<file path="src/hdl/tpmf_pkg.sv">
// ----------------------------------------------------------------------------
// Tilt pointer motion filter package
// Shared types and constants for the tilt pointer motion filter.
// ----------------------------------------------------------------------------
`timescale 1ns / 1ps

package tpmf_pkg;

  localparam int unsigned AngleW  = 17;
  localparam int unsigned SmoothW = 24;
  localparam int unsigned MulAW   = 25;
  localparam int unsigned MulBW   = 18;
  localparam int unsigned ProdW   = MulAW + MulBW;
  localparam int unsigned AddrW   = 5;
  localparam int unsigned DataW   = 32;

  // Register indexes on the configuration port (word address).
  localparam logic [2:0] RegDeadZone   = 3'd0;
  localparam logic [2:0] RegGain       = 3'd1;
  localparam logic [2:0] RegMaxSpeed   = 3'd2;
  localparam logic [2:0] RegSmoothing  = 3'd3;
  localparam logic [2:0] RegThreshold  = 3'd4;

  localparam logic [15:0] DeadZoneRst  = 16'd1280;
  localparam logic [15:0] GainRst      = 16'd1229;
  localparam logic [6:0]  MaxSpeedRst  = 7'd20;
  localparam logic [15:0] SmoothingRst = 16'd60293;
  localparam logic [14:0] ThresholdRst = 15'd128;

  typedef logic signed [AngleW-1:0]  angle_t;
  typedef logic signed [SmoothW-1:0] smooth_t;
  typedef logic signed [ProdW-1:0]   prod_t;

  typedef enum logic [3:0] {
    ST_IDLE,
    ST_RAW_X,
    ST_RAW_Y,
    ST_OLD_X,
    ST_NEW_X,
    ST_OLD_Y,
    ST_NEW_Y,
    ST_ACC_Y,
    ST_FIN_Y,
    ST_OUT
  } state_t;

endpackage

</file>
<file path="src/hdl/tilt_pointer_motion_filter.sv">
// ----------------------------------------------------------------------------
// Tilt pointer motion filter
// Dead zone, gain, clamp and exponential smoothing of two tilt angles, plus
// button edge detection and scroll mode, one result per frame.
// ----------------------------------------------------------------------------
`timescale 1ns / 1ps

// Each request runs, from the accepting edge to a loaded result, through
// eight steps on the single shared 25 x 18 bit multiplier and its
// accumulator (two gain products, four smoothing products, and their sums),
// and a final step that forms the result. in_ready is high only while the
// sequencer is idle, so a new request is taken in only once the last one's
// result is loaded; a result that is not taken holds this up. A finished
// result waits in the output register while the next request is taken in.
// Configuration registers are written through the APB port and
// must only change while the block is idle.
module tilt_pointer_motion_filter (
  input  logic                        clk,
  input  logic                        rst,
  input  logic                        in_valid,
  output logic                        in_ready,
  input  tpmf_pkg::angle_t            angle_x,
  input  tpmf_pkg::angle_t            angle_y,
  input  logic                        left_level,
  input  logic                        right_level,
  input  logic                        scroll_level,
  output logic                        out_valid,
  input  logic                        out_ready,
  output logic                        move_valid,
  output logic signed [7:0]           move_x,
  output logic signed [7:0]           move_y,
  output logic                        left_click,
  output logic                        right_click,
  output logic                        scroll_valid,
  output logic signed [2:0]           scroll_amount,
  output logic                        scroll_mode_on,
  input  logic                        psel,
  input  logic                        penable,
  input  logic                        pwrite,
  input  logic [tpmf_pkg::AddrW-1:0]  paddr,
  input  logic [tpmf_pkg::DataW-1:0]  pwdata,
  output logic [tpmf_pkg::DataW-1:0]  prdata,
  output logic                        pready
);

  import tpmf_pkg::*;

  // Configuration registers
  logic [15:0] zone_half;
  logic [15:0] gain;
  logic [6:0]  speed_limit;
  logic [15:0] smoothing;
  logic [14:0] move_threshold;

  // Filter state
  smooth_t smooth_x;
  smooth_t smooth_y;
  logic    last_left;
  logic    last_right;
  logic    last_scroll;
  logic    scroll_mode;

  state_t state;
  state_t state_next;

  // Per-request working registers
  logic [AngleW-1:0] exc_x;
  logic [AngleW-1:0] exc_y;
  logic              neg_x;
  logic              neg_y;
  smooth_t           raw_x;
  smooth_t           raw_y;
  prod_t             prod;
  prod_t             acc;
  logic              hold_left;
  logic              hold_right;
  logic              hold_scv;
  logic signed [2:0] hold_sa;

  // Sequencer controls
  logic signed [MulAW-1:0] mul_a;
  logic signed [MulBW-1:0] mul_b;
  logic                    load_raw_x;
  logic                    load_raw_y;
  logic                    acc_load;
  logic                    acc_add;
  logic                    load_sx;
  logic                    load_sy;
  logic                    out_load;

  logic                    accept;
  logic                    cfg_write;
  logic signed [MulBW-1:0] weight_new;

  // Input decode
  logic [AngleW-1:0] mag_ax;
  logic [AngleW-1:0] mag_ay;
  logic              mode_new;
  logic [1:0]        steps;

  // Clamp of the gain product
  logic [28:0] prod_shr;
  logic [28:0] lim;
  logic [22:0] raw_mag;
  smooth_t     raw_pos;
  smooth_t     acc_trunc;

  // Result formation
  logic [SmoothW-1:0] abs_sx;
  logic [SmoothW-1:0] abs_sy;
  logic [SmoothW-1:0] thr;
  logic               mv;
  logic [7:0]         mag_mx;
  logic [7:0]         mag_my;

  function automatic smooth_t trunc16(input prod_t v);
    prod_t b;
    b = v + (v[ProdW-1] ? prod_t'(65535) : prod_t'(0));
    return b[SmoothW+15:16];
  endfunction

  assign accept    = in_valid && in_ready;
  assign cfg_write = psel && penable && pwrite && pready;
  assign pready    = 1'b1;

  // ---------------- Configuration port ----------------
  always_ff @(posedge clk) begin
    if (rst) begin
      zone_half      <= DeadZoneRst;
      gain           <= GainRst;
      speed_limit    <= MaxSpeedRst;
      smoothing      <= SmoothingRst;
      move_threshold <= ThresholdRst;
    end else if (cfg_write) begin
      unique case (paddr[4:2])
        RegDeadZone:  zone_half      <= pwdata[15:0];
        RegGain:      gain           <= pwdata[15:0];
        RegMaxSpeed:  speed_limit    <= pwdata[6:0];
        RegSmoothing: smoothing      <= pwdata[15:0];
        RegThreshold: move_threshold <= pwdata[14:0];
        default: ;
      endcase
    end
  end

  always_comb begin
    unique case (paddr[4:2])
      RegDeadZone:  prdata = {16'd0, zone_half};
      RegGain:      prdata = {16'd0, gain};
      RegMaxSpeed:  prdata = {25'd0, speed_limit};
      RegSmoothing: prdata = {16'd0, smoothing};
      RegThreshold: prdata = {17'd0, move_threshold};
      default:      prdata = '0;
    endcase
  end

  // ---------------- Input decode ----------------
  assign mag_ax   = angle_x[AngleW-1] ? AngleW'(-angle_x) : AngleW'(angle_x);
  assign mag_ay   = angle_y[AngleW-1] ? AngleW'(-angle_y) : AngleW'(angle_y);
  assign mode_new = scroll_mode ^ (!scroll_level && last_scroll);
  assign steps    = (mag_ax[16:11] > 6'd3) ? 2'd3 : mag_ax[12:11];

  always_ff @(posedge clk) begin
    if (rst) begin
      last_left   <= 1'b1;
      last_right  <= 1'b1;
      last_scroll <= 1'b1;
      scroll_mode <= 1'b0;
    end else if (accept) begin
      last_left   <= left_level;
      last_right  <= right_level;
      last_scroll <= scroll_level;
      scroll_mode <= mode_new;
    end
  end

  always_ff @(posedge clk) begin
    if (accept) begin
      exc_x      <= (mag_ax > {1'b0, zone_half}) ? mag_ax - {1'b0, zone_half} : '0;
      exc_y      <= (mag_ay > {1'b0, zone_half}) ? mag_ay - {1'b0, zone_half} : '0;
      // Horizontal motion follows angle_y; vertical motion is minus angle_x.
      neg_x      <= angle_y[AngleW-1];
      neg_y      <= !angle_x[AngleW-1];
      hold_left  <= !left_level && last_left;
      hold_right <= !right_level && last_right;
      hold_scv   <= mode_new && (mag_ax > {1'b0, zone_half});
      if (mode_new && (mag_ax > {1'b0, zone_half})) begin
        hold_sa <= angle_x[AngleW-1] ? $signed({1'b0, steps}) : -$signed({1'b0, steps});
      end else begin
        hold_sa <= '0;
      end
    end
  end

  // ---------------- Sequencer ----------------
  always_ff @(posedge clk) begin
    if (rst) begin
      state <= ST_IDLE;
    end else begin
      state <= state_next;
    end
  end

  always_comb begin
    state_next = state;
    unique case (state)
      ST_IDLE:  if (accept) state_next = ST_RAW_X;
      ST_RAW_X: state_next = ST_RAW_Y;
      ST_RAW_Y: state_next = ST_OLD_X;
      ST_OLD_X: state_next = ST_NEW_X;
      ST_NEW_X: state_next = ST_OLD_Y;
      ST_OLD_Y: state_next = ST_NEW_Y;
      ST_NEW_Y: state_next = ST_ACC_Y;
      ST_ACC_Y: state_next = ST_FIN_Y;
      ST_FIN_Y: state_next = ST_OUT;
      ST_OUT:   if (!out_valid || out_ready) state_next = ST_IDLE;
      default:  state_next = ST_IDLE;
    endcase
  end

  assign weight_new = MulBW'(18'h10000 - {2'b00, smoothing});

  always_comb begin
    in_ready   = 1'b0;
    mul_a      = '0;
    mul_b      = '0;
    load_raw_x = 1'b0;
    load_raw_y = 1'b0;
    acc_load   = 1'b0;
    acc_add    = 1'b0;
    load_sx    = 1'b0;
    load_sy    = 1'b0;
    out_load   = 1'b0;
    unique case (state)
      ST_IDLE: in_ready = 1'b1;
      ST_RAW_X: begin
        mul_a = $signed({8'd0, exc_y});
        mul_b = $signed({2'b00, gain});
      end
      ST_RAW_Y: begin
        mul_a      = $signed({8'd0, exc_x});
        mul_b      = $signed({2'b00, gain});
        load_raw_x = 1'b1;
      end
      ST_OLD_X: begin
        mul_a      = MulAW'(smooth_x);
        mul_b      = $signed({2'b00, smoothing});
        load_raw_y = 1'b1;
      end
      ST_NEW_X: begin
        mul_a    = MulAW'(raw_x);
        mul_b    = weight_new;
        acc_load = 1'b1;
      end
      ST_OLD_Y: begin
        mul_a   = MulAW'(smooth_y);
        mul_b   = $signed({2'b00, smoothing});
        acc_add = 1'b1;
      end
      ST_NEW_Y: begin
        mul_a    = MulAW'(raw_y);
        mul_b    = weight_new;
        load_sx  = 1'b1;
        acc_load = 1'b1;
      end
      ST_ACC_Y: acc_add = 1'b1;
      ST_FIN_Y: load_sy = 1'b1;
      ST_OUT:   out_load = !out_valid || out_ready;
      default: ;
    endcase
  end

  // ---------------- Shared multiplier and accumulator ----------------
  assign prod_shr  = prod[32:4];
  assign lim       = {6'd0, speed_limit, 16'd0};
  assign raw_mag   = (prod_shr > lim) ? lim[22:0] : prod_shr[22:0];
  assign raw_pos   = $signed({1'b0, raw_mag});
  assign acc_trunc = trunc16(acc);

  always_ff @(posedge clk) begin
    prod <= mul_a * mul_b;
    if (acc_load) begin
      acc <= prod;
    end else if (acc_add) begin
      acc <= acc + prod;
    end
    if (load_raw_x) begin
      raw_x <= neg_x ? -raw_pos : raw_pos;
    end
    if (load_raw_y) begin
      raw_y <= neg_y ? -raw_pos : raw_pos;
    end
  end

  always_ff @(posedge clk) begin
    if (rst) begin
      smooth_x <= '0;
      smooth_y <= '0;
    end else begin
      if (load_sx) begin
        smooth_x <= acc_trunc;
      end
      if (load_sy) begin
        smooth_y <= acc_trunc;
      end
    end
  end

  // ---------------- Result register ----------------
  assign abs_sx = smooth_x[SmoothW-1] ? SmoothW'(-smooth_x) : SmoothW'(smooth_x);
  assign abs_sy = smooth_y[SmoothW-1] ? SmoothW'(-smooth_y) : SmoothW'(smooth_y);
  assign thr    = {1'b0, move_threshold, 8'd0};
  assign mv     = (abs_sx > thr) || (abs_sy > thr);
  assign mag_mx = abs_sx[23:16];
  assign mag_my = abs_sy[23:16];

  always_ff @(posedge clk) begin
    if (rst) begin
      out_valid <= 1'b0;
    end else if (out_load) begin
      out_valid <= 1'b1;
    end else if (out_ready) begin
      out_valid <= 1'b0;
    end
  end

  always_ff @(posedge clk) begin
    if (out_load) begin
      move_valid     <= mv;
      move_x         <= !mv ? 8'sd0 : smooth_x[SmoothW-1] ? -$signed(mag_mx) : $signed(mag_mx);
      move_y         <= !mv ? 8'sd0 : smooth_y[SmoothW-1] ? -$signed(mag_my) : $signed(mag_my);
      left_click     <= hold_left;
      right_click    <= hold_right;
      scroll_valid   <= hold_scv;
      scroll_amount  <= hold_sa;
      scroll_mode_on <= scroll_mode;
    end
  end

endmodule

</file>
<file path="config.mk">
export PLATFORM = sky130hd
export DESIGN_NAME = tilt_pointer_motion_filter
export DESIGN_NICKNAME = d
export VERILOG_FILES = /design/src/hdl/tpmf_pkg.sv /design/src/hdl/tilt_pointer_motion_filter.sv
export SDC_FILE = /design/constraint.sdc
export NUM_CORES = 2
export LEC_CHECK = 0
export ABC_AREA = 1
export BUFFER_PORTS_ARGS = -buffer_cell sky130_fd_sc_hd__buf_4
export CORE_ASPECT_RATIO = 1.2
export CORE_MARGIN = 3
export CORE_UTILIZATION = 35
export DETAILED_ROUTE_END_ITERATION = 10
export GPL_TIMING_DRIVEN = 0
export MAX_ROUTING_LAYER = met4
export PLACE_DENSITY = 0.5
export SYNTH_ARGS = -nofsm -noshare
export SYNTH_HDL_FRONTEND = slang
export SYNTH_SLANG_ARGS = --single-unit
export TNS_END_PERCENT = 30
</file>
<file path="constraint.sdc">
create_clock -name clk -period 12.6 [get_ports clk]
set_clock_uncertainty 0.1 [all_clocks]
set_input_delay 3.78 -clock clk [delete_from_list [all_inputs] [get_ports clk]]
set_output_delay 3.78 -clock clk [all_outputs]
set_load 0.02 [all_outputs]
</file>
==> flow_summary_export.csv <==
group,metric,value,unit
layout,fin_nets,5931,
critical_path,crit_buf_inv,4,
yosys,synth_area,0.0380,sq mm
yosys,synth_edf_count,157,
global_route,grt_first_pass_wirelength,208000,um
sta,fmax,105,MHz
clock_tree,cts_resized,0,
yosys,synthArstFlopShare,0,%
clock_tree,path_clk_slew,0.06,ns
sta,hold_viol,0,
critical_path,path_max_fanout,10,
sta,relSlewSlack,27.5,%
floorplan,initial_core_util,35.5,%
sta,setup_slack,3.10,ns
yosys,yosysSeqAreaShare,21.3,%
clock_tree,cts_tree,"done",
layout,finalInstanceArea,0.0419,sq mm
power,p_seq_share,27.4,%
global_route,grt.total_usage,25.0,%
yosys,synth_xor_area_share,3.38,%
power,comb_power_share,50.4,%
min_path,min-delay-path-class,"register to register",
layout,layout-drive-gt1-share,7.74,%
yosys,synth-compound-area-share,11.3,%
floorplan,die_y,367,um
detailed_routing,drtIter0Drc,2624,
floorplan,die_w,307,um
place,dpl.hpwl,117000,um
clock_tree,hold_buffers,0,
critical_path,max_stage_delay,0.45,ns
floorplan,rows,131,
clock_tree,cts_setup_buffers,0,
clock_tree,cts_buffers,37,
clock_tree,htree_levels,2,
place,place_area,0.0407,sq mm
critical_path,cp_common_cell,"buf_4",
yosys,netlist-cell-type-count,62,
critical_path,arrival,5.62,ns
layout,utilization,39.2,%
clock_tree,cts.sinks,327,
sta,final.min_clock_period,9.50,ns
detailed_routing,drc_errors,0,
critical_path,critPathLaunchType,"input pin",
critical_path,crit_path_cell_trace,"buf_4, nor3_2, inv_1, clkbuf_1, o22ai_1, a21oi_1, o21ai_0, buf_4",
yosys,synth_top_family_by_area,"adder cells",
place,gp_routability_congestion,0.962,
yosys,yosysWarnings,0,
clock_tree,clockRootBuffer,"clkbuf_16",
clock_tree,clockBufferDepth,3,
power,switching_share,45.7,%
yosys,synthCells,5045,
critical_path,cp-end-kind,"output pin",
yosys,muxShareOfSynthArea,0,%
power,p_int,2820,uW
yosys,synthAdderAreaFrac,29.2,%
global_route,grt_max_degree,47,
critical_path,required,8.72,ns
sta,worst_slew_pin_slew,1.09,ns
power,p_per_area,124,mW/mm^2
detailed_routing,first_pass_iters,6,
place,pre_cts_slack,3.14,ns
global_route,grt_antenna_before_repair,1,
sta,setup_viol,0,
power,p_leak,0.0199,uW
power,switching_power,2380,uW
yosys,ys_seq_elements,327,
detailed_routing,ant_nets,0,
yosys,synth_top_flop_cell,"dfxtp_1",
place,numPortBuffers,103,
yosys,synth_simple_gate_area_share,22.8,%
critical_path,path_class,"input pin to output pin",
power,p_clk_share,22.2,%
status,status,"complete, no violations",
detailed_routing,wl_per_cell,20.8,um
global_route,grt_pass1_vias,33400,
sta,setup-tns-final,0,ns
clock_tree,insertion_delay,0.59,ns
critical_path,rrSetupSlack,3.64,ns
global_route,grt_overflow,0,
run,maxCapViolations,0,
detailed_routing,num_vias,33800,
floorplan,die_area,0.113,sq mm
sta,final_max_slew_viol_count,0,
sta,rsz0062_at_grt,"false",
sta,finalCritPeriodShare,75.4,%
detailed_routing,wl,138000,um
power,peakVddDrop,89.0,uV
critical_path,cp_slowest_cell,"nor3_2",
layout,syn2layout_area_growth,10.2,%
detailed_routing,via_per_inst,5.10,
yosys,synth.avg_cell_area,7.54,sq um
critical_path,crit_family,"buffers and inverters",
floorplan,num_io_pins,140,
floorplan,core_area,0.107,sq mm
## state kept, by name, indices dropped and copies added (netlist names), 3 cells and up
signal,flops
acc,43
exc_x,17
exc_y,17
gain,16
hold_sa,3
move_threshold,15
move_x,8
move_y,8
prod,43
raw_x,24
raw_y,24
scroll_amount,3
smooth_x,24
smooth_y,24
smoothing,16
speed_limit,7
state,4
zone_half,16
## kinds of logic after synthesis
| group | count (synthesis) |
|---|---|
| and+or+nand+nor | 2024 |
| AOI/OAI and AO/OA | 766 |
| DFF | 327 |
| buffers and inverters | 1135 |
| xor gates and xnor gates | 147 |
| adders and majority gates | 644 |
| other | 2 |
## per-layer routing
metal  routed length [um]  global-route usage (%)  part of all wire, %  vias up
met2                69300                    43.7                   50      910
li1                     -                       -                    -    16200
met3                 6010                    2.01                  4.4      184
met4                 4860                    7.70                  3.5        0
met1                57700                    30.7                   42    16500
met5                    0                       -                    0        -
## Yosys cell counts, types with 49 or more instances
cell,n,area (sq um)
xor2_1,94,823
o21ai_0,271,1360
buf_2,52,260
xnor2_1,53,464
dfxtp_1,170,3400
nand2_1,966,3630
ha_1,236,2950
inv_1,948,3560
edfxtp_1,157,4710
nand4_1,52,325
nor3_1,49,245
fa_1,408,8170
clkbuf_1,51,191
a21oi_1,277,1390
nand3_1,219,1100
nor2_1,587,2200
## cell type report
| cell class | instances | area (sq um) |
|---|---|---|
| clock inverters | 19 | 231 |
| repair buffers | 107 | 816 |
| well taps | 1396 | 1750 |
| plain buffers | 149 | 825 |
| diodes | 1 | 2.50 |
| clock buffers | 49 | 1030 |
| multi-input cells | 3598 | 25400 |
| flip-flops and latches | 327 | 8120 |
| fillers | 11400 | 65100 |
| inverters | 986 | 3710 |
## worst paths after layout
kind,from,end,cells past startpoint
max reg2reg,state[2],prod[40],27
max,paddr[4],prdata[14],8
min reg2reg,hold_scv,scroll_valid,0
min,hold_scv,scroll_valid,0
## per-stage QoR
step / cells / power (uW) / hold WS (ns)
floorplan: 5060 / 3220 / 0.300
detailed placement: 6563 / 4060 / 0.307
finish: 6632 / 5210 / 0.321
CTS: 6631 / 5230 / 0.322
global route: 6631 / 5590 / 0.330
global placement: 6559 / 4050 / 0.302
## power by group through the flow
stage	Combinational, uW	Sequential (uW)	Clock, uW
3_3_place_gp	2610	1450	0
6_report	2620	1430	1150
3_5_place_dp	2620	1450	0
5_1_grt	2940	1430	1210
4_1_cts	2630	1430	1180
2_1_floorplan	1840	1380	0
## cells in the final DEF (no fill, tap or decap), types with 29 or more instances in the layout
cell	count
nand2_1	966
inv_1	947
nor2_1	587
fa_1	408
a21oi_1	277
o21ai_0	271
ha_1	236
nand3_1	219
dfxtp_1	170
edfxtp_1	157
buf_4	139
xor2_1	94
clkbuf_1	57
xnor2_1	53
nand4_1	52
buf_2	52
nor3_1	49
o211ai_1	38
clkbuf_16	37
o21ai_1	31
inv_2	29
No activity file was read; power rests on OpenSTA's default activity.
